<file path="config.mk">
export PLATFORM = sky130hd
export DESIGN_NAME = graph_walk_engine_flat
export DESIGN_NICKNAME = d
export VERILOG_FILES = /design/src/rtl/gwe_pkg.sv /design/src/rtl/gwe_if.sv /design/src/rtl/gwe_ram.sv /design/src/rtl/gwe_datapath.sv /design/src/rtl/gwe_ctrl.sv /design/src/rtl/graph_walk_engine.sv /design/src/flat_wrapper.sv
export SDC_FILE = /design/constraint.sdc
export NUM_CORES = 2
export LEC_CHECK = 0
export CORE_ASPECT_RATIO = 1.4
export CORE_MARGIN = 2
export CORE_UTILIZATION = 60
export DETAILED_ROUTE_END_ITERATION = 7
export DONT_BUFFER_PORTS = 1
export HOLD_SLACK_MARGIN = 0.03
export PLACE_DENSITY = 0.8
export SETUP_SLACK_MARGIN = 0.4
export SYNTH_ARGS = -nofsm -noshare
export SYNTH_HDL_FRONTEND = slang
export SYNTH_HIERARCHICAL = 1
export SYNTH_SLANG_ARGS = --single-unit
</file>
<file path="constraint.sdc">
create_clock -name clock -period 10.2 [get_ports clock]
set_input_delay 0.51 -clock clock [delete_from_list [all_inputs] [get_ports clock]]
set_output_delay 0.51 -clock clock [all_outputs]
set_load 0.1 [all_outputs]
</file>
<file path="src/rtl/gwe_pkg.sv">
// Shared types, constants and codes of the graph walk engine.
package gwe_pkg;
   localparam int NodeCountDefault = 16;
   localparam int MaxDegreeDefault = 8;
   localparam int KIND_W = 2;
   localparam int NODE_W = 4;
   localparam int STATUS_W = 2;

   typedef enum logic [1:0] {
      KIND_ADD   = 2'd0,
      KIND_CHECK = 2'd1,
      KIND_BFS   = 2'd2,
      KIND_DFS   = 2'd3
   } kind_type;

   localparam logic [1:0] STATUS_OK       = 2'd0;
   localparam logic [1:0] STATUS_NOTFOUND = 2'd1;
   localparam logic [1:0] STATUS_FULL     = 2'd2;

   // controller to datapath
   typedef struct packed {
      logic load;        // capture request fields
      logic clr_visit;   // clear visited marks
      logic push_start;  // write start into buffer, reset pointers
      logic start_node;  // cur := popped/head node read
      logic nb_read;     // issue neighbor read for cur, index d
      logic nb_eval;     // evaluate returned neighbor
      logic buf_read;    // issue buffer read
      logic add_do;      // perform add write
      logic emit;        // mark cur visited/known for emit
   } cmd_type;

   // datapath to controller
   typedef struct packed {
      logic pair_ok;     // from and to nodes both in range
      logic src_known;
      logic full;
      logic nb_done;     // d reached degree (or zero)
      logic buf_empty;
      logic cur_visited;
      logic hit;
   } stat_type;
endpackage

</file>
<file path="src/rtl/gwe_if.sv">
// Valid/ready channel interfaces for request and response items.
interface gwe_req_if;
   logic                         valid;
   logic                         ready;
   logic [gwe_pkg::KIND_W-1:0]   kind;
   logic [gwe_pkg::NODE_W-1:0]   from_node;
   logic [gwe_pkg::NODE_W-1:0]   to_node;
   modport source (output valid, kind, from_node, to_node, input ready);
   modport sink (input valid, kind, from_node, to_node, output ready);
endinterface

interface gwe_rsp_if;
   logic                         valid;
   logic                         ready;
   logic [gwe_pkg::STATUS_W-1:0] status;
   logic [gwe_pkg::NODE_W-1:0]   node;
   logic                         found;
   logic                         last;
   modport source (output valid, status, node, found, last, input ready);
   modport sink (input valid, status, node, found, last, output ready);
endinterface

</file>
<file path="src/rtl/gwe_ram.sv">
// Generic single-write, single-read RAM with registered read data.
module gwe_ram #(
   parameter int WIDTH = 4,
   parameter int DEPTH = 128
) (
   input  logic                     clock,
   input  logic                     wr_en,
   input  logic [$clog2(DEPTH)-1:0] wr_addr,
   input  logic [WIDTH-1:0]         wr_data,
   input  logic [$clog2(DEPTH)-1:0] rd_addr,
   output logic [WIDTH-1:0]         rd_data
);
   logic [WIDTH-1:0] mem_ff [DEPTH];
   logic [WIDTH-1:0] rd_data_ff;

   always_ff @(posedge clock) begin
      if (wr_en) mem_ff[wr_addr] <= wr_data;
      rd_data_ff <= mem_ff[rd_addr];
   end
   assign rd_data = rd_data_ff;
endmodule

</file>
<file path="src/rtl/gwe_datapath.sv">
// Datapath: graph store, degree and mark registers, walk buffer and pointers.
module gwe_datapath #(
   parameter int NODE_COUNT = gwe_pkg::NodeCountDefault,
   parameter int MAX_DEGREE = gwe_pkg::MaxDegreeDefault
) (
   input  logic                       clock,
   input  logic                       reset,
   input  gwe_pkg::cmd_type           cmd,
   input  logic [gwe_pkg::KIND_W-1:0] req_kind,
   input  logic [gwe_pkg::NODE_W-1:0] req_from_node,
   input  logic [gwe_pkg::NODE_W-1:0] req_to_node,
   output gwe_pkg::stat_type          stat,
   output logic [gwe_pkg::NODE_W-1:0] cur_node
);
   import gwe_pkg::*;
   localparam int SLOTS = NODE_COUNT * MAX_DEGREE;
   localparam int NI_W = (NODE_COUNT > 1) ? $clog2(NODE_COUNT) : 1;
   localparam int DG_W = $clog2(MAX_DEGREE + 1);
   localparam int DI_W = (MAX_DEGREE > 1) ? $clog2(MAX_DEGREE) : 1;
   localparam int SA_W = $clog2(SLOTS);
   localparam int BD = SLOTS + 1;
   localparam int BA_W = $clog2(BD);
   localparam int BC_W = $clog2(BD + 1);

   logic [NODE_W-1:0] src_ff, dst_ff, cur_ff;
   logic              bfs_ff;
   logic [DG_W-1:0]   degree_ff [NODE_COUNT];
   logic [NODE_COUNT-1:0] known_ff, visit_ff;
   logic [DG_W-1:0]   d_ff;          // neighbors issued
   logic [BC_W-1:0]   head_ff, tail_ff;  // bfs: head/tail; dfs: tail is top
   logic              cur_ok;

   logic [NI_W-1:0]   src_i, dst_i, cur_i;
   assign src_i = src_ff[NI_W-1:0];
   assign dst_i = dst_ff[NI_W-1:0];
   assign cur_i = cur_ff[NI_W-1:0];

   logic src_ok, dst_ok;
   assign src_ok = 32'(src_ff) < NODE_COUNT;
   assign dst_ok = 32'(dst_ff) < NODE_COUNT;
   assign cur_ok = 32'(cur_ff) < NODE_COUNT;

   // neighbor store
   logic              nb_wen;
   logic [SA_W-1:0]   nb_waddr, nb_raddr;
   logic [NODE_W-1:0] nb_rdata;
   logic [DG_W-1:0]   cur_deg;
   logic [DI_W-1:0]   rd_idx;

   assign cur_deg = degree_ff[cur_i];
   assign nb_wen  = cmd.add_do && src_ok && dst_ok && !stat.full;
   assign nb_waddr = SA_W'(32'(src_i) * MAX_DEGREE + 32'(degree_ff[src_i]));
   // bfs reads forward; dfs reads reverse
   assign rd_idx = bfs_ff ? DI_W'(d_ff) : DI_W'(cur_deg - d_ff - DG_W'(1));
   assign nb_raddr = SA_W'(32'(cur_i) * MAX_DEGREE + 32'(rd_idx));

   gwe_ram #(.WIDTH(NODE_W), .DEPTH(SLOTS)) u_nb (
      .clock(clock), .wr_en(nb_wen), .wr_addr(nb_waddr), .wr_data(dst_ff),
      .rd_addr(nb_raddr), .rd_data(nb_rdata)
   );

   // walk buffer
   logic              bf_wen;
   logic [BA_W-1:0]   bf_waddr, bf_raddr;
   logic [NODE_W-1:0] bf_wdata, bf_rdata;
   logic              nb_ok, nb_take;
   logic [NI_W-1:0]   nb_i;

   assign nb_i  = nb_rdata[NI_W-1:0];
   assign nb_ok = 32'(nb_rdata) < NODE_COUNT;
   assign nb_take = cmd.nb_eval && nb_ok && !visit_ff[nb_i] &&
                    (bfs_ff ? (32'(tail_ff) < NODE_COUNT) : (32'(tail_ff) < BD));
   assign bf_wen   = cmd.push_start || nb_take;
   assign bf_waddr = cmd.push_start ? '0 : BA_W'(tail_ff);
   assign bf_wdata = cmd.push_start ? src_ff : nb_rdata;
   assign bf_raddr = bfs_ff ? BA_W'(head_ff) : BA_W'(tail_ff - BC_W'(1));

   gwe_ram #(.WIDTH(NODE_W), .DEPTH(BD)) u_buf (
      .clock(clock), .wr_en(bf_wen), .wr_addr(bf_waddr), .wr_data(bf_wdata),
      .rd_addr(bf_raddr), .rd_data(bf_rdata)
   );

   // check: scan compare
   logic hit_ff;

   always_ff @(posedge clock) begin
      if (reset) begin
         known_ff <= '0;
         for (int i = 0; i < NODE_COUNT; i++) degree_ff[i] <= '0;
      end else begin
         if (cmd.add_do && src_ok && dst_ok) begin
            known_ff[src_i] <= 1'b1;
            if (!stat.full) degree_ff[src_i] <= degree_ff[src_i] + DG_W'(1);
         end
         if (cmd.emit && bfs_ff) known_ff[cur_i] <= 1'b1;
      end
      if (cmd.load) begin
         src_ff <= req_from_node;
         dst_ff <= req_to_node;
         bfs_ff <= (req_kind == KIND_BFS) || (req_kind == KIND_CHECK);
         hit_ff <= 1'b0;
      end
      // bfs marks the start as soon as it is queued
      if (cmd.clr_visit)
         visit_ff <= (bfs_ff && cmd.push_start) ? (NODE_COUNT'(1) << src_i) : '0;
      if (cmd.push_start) begin
         head_ff <= '0;
         tail_ff <= BC_W'(1);
         cur_ff  <= src_ff;
         d_ff    <= '0;
      end
      if (cmd.buf_read) begin
         if (bfs_ff) head_ff <= head_ff + BC_W'(1);
         else tail_ff <= tail_ff - BC_W'(1);
      end
      if (cmd.start_node) begin
         cur_ff <= bf_rdata;
         d_ff   <= '0;
      end
      if (cmd.emit) begin
         visit_ff[cur_i] <= 1'b1;
         d_ff <= '0;
      end
      if (cmd.nb_read) d_ff <= d_ff + DG_W'(1);
      if (nb_take) begin
         tail_ff <= tail_ff + BC_W'(1);
         if (bfs_ff) visit_ff[nb_i] <= 1'b1;
      end
      if (cmd.nb_eval && dst_ok && nb_rdata == dst_ff) hit_ff <= 1'b1;
   end

   assign stat.pair_ok     = src_ok && dst_ok;
   assign stat.src_known   = src_ok && known_ff[src_i];
   assign stat.full        = 32'(degree_ff[src_i]) >= MAX_DEGREE;
   assign stat.nb_done     = !cur_ok || d_ff >= cur_deg;
   assign stat.buf_empty   = bfs_ff ? (head_ff == tail_ff) : (tail_ff == '0);
   assign stat.cur_visited = cur_ok && visit_ff[cur_i];
   assign stat.hit         = hit_ff;
   assign cur_node = cur_ff;
endmodule

</file>
<file path="src/rtl/gwe_ctrl.sv">
// Controller: sequences add, check and walks; drives the response register.
module gwe_ctrl (
   input  logic                       clock,
   input  logic                       reset,
   gwe_req_if.sink                    req,
   gwe_rsp_if.source                  rsp,
   input  gwe_pkg::stat_type          stat,
   input  logic [gwe_pkg::NODE_W-1:0] cur_node,
   output gwe_pkg::cmd_type           cmd
);
   import gwe_pkg::*;

   typedef enum logic [3:0] {
      S_IDLE, S_DECODE, S_CHK_RD, S_CHK_EV, S_CHK_END, S_WSTART,
      S_POP_RD, S_POP_WAIT, S_POP, S_EMIT, S_NB_RD, S_NB_EV, S_PEND, S_OUT
   } state_type;

   state_type state_ff, state_in;
   logic [KIND_W-1:0] kind_ff, kind_in;
   logic              rv_ff, rv_in;
   logic [STATUS_W-1:0] rs_ff, rs_in;
   logic [NODE_W-1:0] rn_ff, rn_in;
   logic              rf_ff, rf_in, rl_ff, rl_in;
   // a walk holds its emitted node until the next or the end is known
   logic              pend_ff, pend_in;
   logic [NODE_W-1:0] pn_ff, pn_in;
   logic              out_free;

   assign out_free = !rv_ff || rsp.ready;
   assign req.ready = (state_ff == S_IDLE);

   always_comb begin
      state_in = state_ff; kind_in = kind_ff;
      rv_in = rv_ff && !rsp.ready;
      rs_in = rs_ff; rn_in = rn_ff; rf_in = rf_ff; rl_in = rl_ff;
      pend_in = pend_ff; pn_in = pn_ff;
      cmd = '0;
      unique case (state_ff)
         S_IDLE: if (req.valid) begin
            cmd.load = 1'b1; kind_in = req.kind; state_in = S_DECODE;
         end
         S_DECODE: if (out_free) begin
            unique case (kind_type'(kind_ff))
               KIND_ADD: begin
                  cmd.add_do = 1'b1; rv_in = 1'b1; rn_in = '0; rf_in = 1'b0;
                  rl_in = 1'b1; state_in = S_IDLE;
                  rs_in = !stat.pair_ok ? STATUS_NOTFOUND :
                          stat.full ? STATUS_FULL : STATUS_OK;
               end
               default: if (!stat.src_known) begin
                  rv_in = 1'b1; rs_in = STATUS_NOTFOUND; rn_in = '0;
                  rf_in = 1'b0; rl_in = 1'b1; state_in = S_IDLE;
               end else begin
                  cmd.clr_visit = 1'b1; cmd.push_start = 1'b1;
                  pend_in = 1'b0;
                  state_in = (kind_ff == KIND_CHECK) ? S_CHK_RD : S_WSTART;
               end
            endcase
         end
         S_CHK_RD: if (stat.nb_done) state_in = S_CHK_END;
            else begin cmd.nb_read = 1'b1; state_in = S_CHK_EV; end
         S_CHK_EV: begin cmd.nb_eval = 1'b1; state_in = S_CHK_RD; end
         S_CHK_END: if (out_free) begin
            rv_in = 1'b1; rs_in = STATUS_OK; rn_in = '0; rf_in = stat.hit;
            rl_in = 1'b1; state_in = S_IDLE;
         end
         S_WSTART: state_in = S_POP_RD;
         S_POP_RD: if (stat.buf_empty) state_in = S_PEND;
            else begin cmd.buf_read = 1'b1; state_in = S_POP_WAIT; end
         S_POP_WAIT: begin cmd.start_node = 1'b1; state_in = S_POP; end
         S_POP: state_in = stat.cur_visited && kind_ff == KIND_DFS ? S_POP_RD : S_EMIT;
         S_EMIT: if (!pend_ff || out_free) begin
            if (pend_ff) begin
               rv_in = 1'b1; rs_in = STATUS_OK; rn_in = pn_ff; rf_in = 1'b0;
               rl_in = 1'b0;
            end
            pend_in = 1'b1; pn_in = cur_node; cmd.emit = 1'b1;
            state_in = S_NB_RD;
         end
         S_NB_RD: if (stat.nb_done) state_in = S_POP_RD;
            else begin cmd.nb_read = 1'b1; state_in = S_NB_EV; end
         S_NB_EV: begin cmd.nb_eval = 1'b1; state_in = S_NB_RD; end
         S_PEND: if (out_free) begin
            rv_in = 1'b1; rs_in = STATUS_OK; rn_in = pn_ff; rf_in = 1'b0;
            rl_in = 1'b1; pend_in = 1'b0; state_in = S_IDLE;
         end
         default: state_in = S_IDLE;
      endcase
   end

   always_ff @(posedge clock) begin
      if (reset) begin
         state_ff <= S_IDLE; rv_ff <= 1'b0; pend_ff <= 1'b0;
      end else begin
         state_ff <= state_in; rv_ff <= rv_in; pend_ff <= pend_in;
      end
      kind_ff <= kind_in; rs_ff <= rs_in; rn_ff <= rn_in;
      rf_ff <= rf_in; rl_ff <= rl_in; pn_ff <= pn_in;
   end

   assign rsp.valid = rv_ff;
   assign rsp.status = rs_ff;
   assign rsp.node = rn_ff;
   assign rsp.found = rf_ff;
   assign rsp.last = rl_ff;
endmodule

</file>
<file path="src/rtl/graph_walk_engine.sv">
// Top level of the graph walk engine: controller plus datapath.
// Usage:
//   req carries one item (kind, from_node, to_node); rsp returns result items
//   (status, node, found, last). last marks the final item of each request.
//   Add and an unknown source are answered from the decode step, with no walk.
//   A check reads the stored neighbors of the source one by one and compares
//   each with to_node. A walk pops a node from the buffer, emits it and reads
//   its neighbors one at a time through the single read port of the neighbor
//   RAM; a depth-first walk skips stack entries that are already visited. One
//   request is handled at a time; req.ready is high only between requests.
//   Each walk node is held one step so last can be set on the final one; a
//   single output register holds an item while rsp.ready is low, and the
//   walk pauses until it is taken.
//   Reset clears degrees, known marks and handshake state; the neighbor
//   store needs no clearing since only written entries are read.
module graph_walk_engine #(
   parameter int NODE_COUNT = gwe_pkg::NodeCountDefault,
   parameter int MAX_DEGREE = gwe_pkg::MaxDegreeDefault
) (
   input logic       clock,
   input logic       reset,
   gwe_req_if.sink   req,
   gwe_rsp_if.source rsp
);
   import gwe_pkg::*;
   cmd_type  cmd;
   stat_type stat;
   logic [NODE_W-1:0] cur_node;

   gwe_ctrl u_ctrl (
      .clock(clock), .reset(reset), .req(req), .rsp(rsp),
      .stat(stat), .cur_node(cur_node), .cmd(cmd)
   );

   gwe_datapath #(.NODE_COUNT(NODE_COUNT), .MAX_DEGREE(MAX_DEGREE)) u_dp (
      .clock(clock), .reset(reset), .cmd(cmd),
      .req_kind(req.kind), .req_from_node(req.from_node),
      .req_to_node(req.to_node), .stat(stat), .cur_node(cur_node)
   );
endmodule
</file>
<file path="src/flat_wrapper.sv">
// flat-port wrapper written by rule: the top's interface ports become plain ports
module graph_walk_engine_flat import gwe_pkg::*;
#(
   parameter int NODE_COUNT = gwe_pkg::NodeCountDefault,
   parameter int MAX_DEGREE = gwe_pkg::MaxDegreeDefault
)
  (clock, reset, req_valid, req_kind, req_from_node, req_to_node, req_ready, rsp_valid, rsp_status, rsp_node, rsp_found, rsp_last, rsp_ready);
  gwe_req_if req_i ();
  gwe_rsp_if rsp_i ();
  input logic clock;
  input logic reset;
  input wire logic [$bits(req_i.valid)-1:0] req_valid;
  input wire logic [$bits(req_i.kind)-1:0] req_kind;
  input wire logic [$bits(req_i.from_node)-1:0] req_from_node;
  input wire logic [$bits(req_i.to_node)-1:0] req_to_node;
  output wire logic [$bits(req_i.ready)-1:0] req_ready;
  output wire logic [$bits(rsp_i.valid)-1:0] rsp_valid;
  output wire logic [$bits(rsp_i.status)-1:0] rsp_status;
  output wire logic [$bits(rsp_i.node)-1:0] rsp_node;
  output wire logic [$bits(rsp_i.found)-1:0] rsp_found;
  output wire logic [$bits(rsp_i.last)-1:0] rsp_last;
  input wire logic [$bits(rsp_i.ready)-1:0] rsp_ready;
  assign req_i.valid = req_valid;
  assign req_i.kind = req_kind;
  assign req_i.from_node = req_from_node;
  assign req_i.to_node = req_to_node;
  assign req_ready = req_i.ready;
  assign rsp_valid = rsp_i.valid;
  assign rsp_status = rsp_i.status;
  assign rsp_node = rsp_i.node;
  assign rsp_found = rsp_i.found;
  assign rsp_last = rsp_i.last;
  assign rsp_i.ready = rsp_ready;
  graph_walk_engine #(.NODE_COUNT(NODE_COUNT), .MAX_DEGREE(MAX_DEGREE)) u_core (.clock(clock), .reset(reset), .req(req_i), .rsp(rsp_i));
endmodule
</file>
==> summary.md <==
| Metric | Value |
|---|---|
| Failing checks | `DRC` |
| GRT met1 Usage | `35.47%` |
| Final TNS setup | `0 ps` |
| Fmax | `around 0.15 GHz` |
| Final Setup Violations | `0` |
| Vias in the first global route | `between 20000 and 30000` |
| Power density cells | `roughly 190 nW/um2` |
| CP endpoint kind | `flip-flop` |
| Overall die area | `86000 um2` |
| Asr flop ratio synth | `0%` |
| Reg2reg end | `u_core/u_dp/u_nb/rd_data[0]$_DFF_P_` |
| Net count, final | `2849` |
| Post-Synth Simple-Gate Area | `under 10%` |
| CP Data Required Time | `around 11000 ps` |
| # port buffers | `0` |
| Critical Path Sink | `u_core/u_dp/u_nb/rd_data[0]$_DFF_P_` |
| Final Power | `10.57 mW` |
| Largest net degree at the start of global routing | `118` |
| Met3 usage | `4.157%` |
| Number of synthesized flops with an enable pin | `1123` |
| Slew headroom | `approximately 17%` |
| RSZ-0062 raised after global routing | `false` |
| Global-route wire length before repair | `between 150 and 200 mm` |
| Count of final max-slew check failures | `0` |
| Net Count, Synth | `between 2000 and 3000` |
| Final instance area | `54630 um2` |
| Comb power frac | `about a tenth` |
| Initial antenna violation count | `2` |
| Vias | `between 20000 and 30000` |
| Met2 usage | `between 40% and 50%` |
| Via-to-Cell Ratio | `between 7 and 8` |
| Register bit count reported by yosys | `~1200` |
| Hold Vio Cnt, Final | `0` |
| CTS clk-pin slew, worst paths | `70 ps` |
| TritonCTS Buffers | `between 100 and 150` |
| Tot GR Track Use | `between 20 and 30%` |
| Layout Area Growth over Synthesis | `8.871%` |
| Largest family of logic cells by synthesized area | `multiplexers` |
| Arrival time worst endpoint | `7310 ps` |
| Most frequent CP cell | `mux4_2` |
| Total wire length | `about 120 mm` |
| P_sw | `~2.4 mW` |
| Switching Fraction | `23.15%` |
| Gpl congestion | `about 0.92` |
| Pint | `8.121 mW` |
| Synth Area in Adders | `less than 1%` |
| Num ports | `24` |
| Sequential area share after synthesis | `between 70% and 80%` |
| Pre-CTS WS | `3553 ps` |
| TritonCTS clock tree | `built` |
| Die Span X | `between 200 and 250 um` |
| CTS root buf | `clkbuf_16` |
| Top FF cell, synth | `edfxtp_1` |
| WL per Instance | `about 30 um` |
| CORE AREA | `approximately 83000 um2` |
| Startpoint types | `flip-flop` |
| Die H | `346.2 um` |
| CTS resizes | `0` |
| Mapped Cells | `about 2800` |
| Most frequent cells in the layout | `edfxtp_1, nor2_1, mux4_2` |
| Synth cell types | `85` |
| Crit Path Class | `reg -> reg` |
| Crit path largest cell delay | `1060 ps` |
| Min-Delay Path Class | `in -> reg` |
| Levels on crit path | `12` |
| Clock power frac | `about two fifths` |
| Cells after DPL | `roughly 3800` |
| Hpwl dp | `between 70 and 80 mm` |
| P_leak | `17.16 nW` |
| Fin crit share | `66.20%` |
| Placed Instance Area | `50960 um2` |
| WHS | `approximately 74 ps` |
| Ant diodes | `0` |
| Rows | `~130` |
| H-Tree Depth | `3` |
| Reg2reg path depth | `12` |
| Buffers & Inverters on Critical Path | `2` |
| Max Cap Viol | `0` |
| Fraction of layout cells with a size suffix above 1 | `between 10% and 20%` |
| Post-DRT Antenna Nets | `0` |
| Maximum root-to-sink buffer count | `3` |
| Util after Layout | `approximately 66%` |
| Worst VDD drop | `173.0 uV` |
| Min Clock Period, post-route | `roughly 6800 ps` |
| Avg Inst Size Synth | `between 15 and 20 um2` |
| Gr busiest metal | `met2` |
| Remaining global-route overflow | `0` |
| Starting Density | `60.54%` |
| Slowest cell on crit path | `dfxtp_1` |
| Least-Margin Pin Slew | `around 1200 ps` |
| Delay-heaviest family, CP | `multiplexers` |
| Synthesis Warnings | `6` |
| Outcome | `complete, but fails checks` |
| Synthesized area | `~50000 um2` |
| Compound-gate portion of the synthesized area | `between 3 and 4%` |
| Final Non-Filler Cells | `around 4000` |
| Leading cell type in the layout, fill and taps excluded | `edfxtp_1` |
| TritonRoute pass-1 iters | `8` |
| R2R setup slack | `about 3400 ps` |
| Post-Synth XOR/XNOR Area | `less than 1%` |
| Cell Chain, Critical Path | `mux4_2, mux4_2, ha_1, fa_1, xnor2_1, o21ai_4, buf_4, buf_4, mux4_2, mux4_2, mux4_2, mux2_2` |
| Flop pwr share | `around 52%` |
| CTS sink cnt | `roughly 1200` |
| Mux cell area share after synthesis | `between 10% and 20%` |
| Worst clock skew | `58.98 ps` |
| Worst-Skew Late Latency | `between 600 and 700 ps` |
| Max Fanout on Critical Path | `65` |
| Remaining DRCs | `8` |
| Final setup margin | `around 3400 ps` |
| Violation count after the first detailed-routing iteration | `between 3000 and 4000` |
==> flip-flops by register name, summed over array words and instances (netlist names), 2 cells and up, named ones only <==
name / count
u_core/u_dp/head_ff: 8
u_core/u_dp/u_buf/mem_ff: 516
u_core/u_ctrl/state_ff: 4
u_core/u_dp/cur_node: 4
u_core/u_dp/visit_ff: 16
u_core/u_ctrl/rsp.status: 2
u_core/u_dp/degree_ff: 64
u_core/u_dp/src_ff: 4
u_core/u_dp/d_ff: 4
u_core/u_dp/tail_ff: 8
u_core/u_dp/dst_ff: 4
u_core/u_dp/known_ff: 16
u_core/u_dp/u_buf/rd_data: 4
u_core/u_dp/u_nb/mem_ff: 512
u_core/u_ctrl/rsp.node: 4
u_core/u_dp/u_nb/rd_data: 4
u_core/u_ctrl/pn_ff: 4
u_core/u_ctrl/kind_ff: 2
==> area by class of cell <==
class	count	area (um2)
timing repair buffer	54	452.9
inverter	19	71.32
fill	5193	28260
tap	1079	1350
clock inverter	71	789.5
clock buffer	124	2770
sequential	1194	35140
multi-input combinational	1447	14050
==> worst min path at each step <==
stage               slack [ps]                                endpoint  depth (start not counted)                                  startpoint
floorplan                  420    u_core/u_dp/u_buf/rd_data[2]$_DFF_P_                          2  u_core/u_dp/u_buf/mem_ff[128][2]$_DFFE_PP_
global placement           450     u_core/u_dp/known_ff[10]$_SDFF_PP0_                          2         u_core/u_dp/known_ff[10]$_SDFF_PP0_
detailed placement         460         u_core/u_dp/hit_ff$_SDFFE_PP1P_                          2             u_core/u_dp/hit_ff$_SDFFE_PP1P_
CTS                         50  u_core/u_ctrl/state_ff[0]$_SDFFE_PP0P_                          2                                       reset
global route                80  u_core/u_ctrl/state_ff[0]$_SDFFE_PP0P_                          2                                       reset
finish                      70  u_core/u_ctrl/state_ff[0]$_SDFFE_PP0P_                          2                                       reset
==> synthesized netlist by cell type (14+ instances only) <==
cell / number / area, um2
a21o_1: 16 / 120.1
a21oi_1: 20 / 100.1
a221oi_1: 17 / 148.9
a222oi_1: 15 / 150.1
a22oi_1: 24 / 180.2
a31oi_1: 18 / 112.6
and2_1: 17 / 106.4
buf_1: 25 / 93.84
buf_2: 35 / 175.2
clkbuf_1: 90 / 337.8
dfxtp_1: 71 / 1421
edfxtp_1: 1123 / 33720
ha_1: 14 / 175.2
inv_1: 15 / 56.30
mux2_2: 25 / 281.5
mux2i_1: 89 / 890.9
mux4_1: 18 / 473.0
mux4_2: 302 / 6802
nand2_1: 82 / 307.8
nand2b_1: 22 / 137.6
nand3_1: 72 / 360.4
nand4_1: 20 / 125.1
nor2_1: 384 / 1441
nor2b_1: 41 / 256.5
nor3_1: 39 / 195.2
o21ai_0: 40 / 200.2
o22ai_1: 14 / 87.58
xor2_1: 17 / 148.9
==> metal layers <==
layer | share of wire (%) | wire (um)
met1 | 33 | 40530
met2 | 52 | 62940
met3 | 9.2 | 11250
met4 | 5.8 | 7017
met5 | 0 | 0
==> power groups by stage <==
stage	combinational [mW]	sequential, mW	clock [mW]
2_1_floorplan	0.653	5.60	0
3_3_place_gp	0.915	5.59	0
3_5_place_dp	0.951	5.60	0
4_1_cts	0.966	5.49	4.13
5_1_grt	1.03	5.49	4.32
6_report	0.984	5.49	4.09
==> logic make-up (layout without fill, tap and decap cells) <==
| kind of cell | count (synthesis) | in the layout |
|---|---|---|
| flip-flops | 1194 | 1194 |
| XOR/XNOR | 27 | 27 |
| multiplexers | 434 | 434 |
| AND/OR/NAND/NOR | 731 | 731 |
| other | 1 | 1 |
| adder cells (fa/ha/maj) | 15 | 15 |
| buffers and inverters | 208 | 268 |
| AO/OA/AOI/OAI | 239 | 239 |
==> timing repair <==
item	4_1_cts	5_1_grt
endpoints found under the hold margin	36	0
buffers inserted	0	0
hold buffers	11	0
Note: power is estimated with default switching activity, not from simulation.
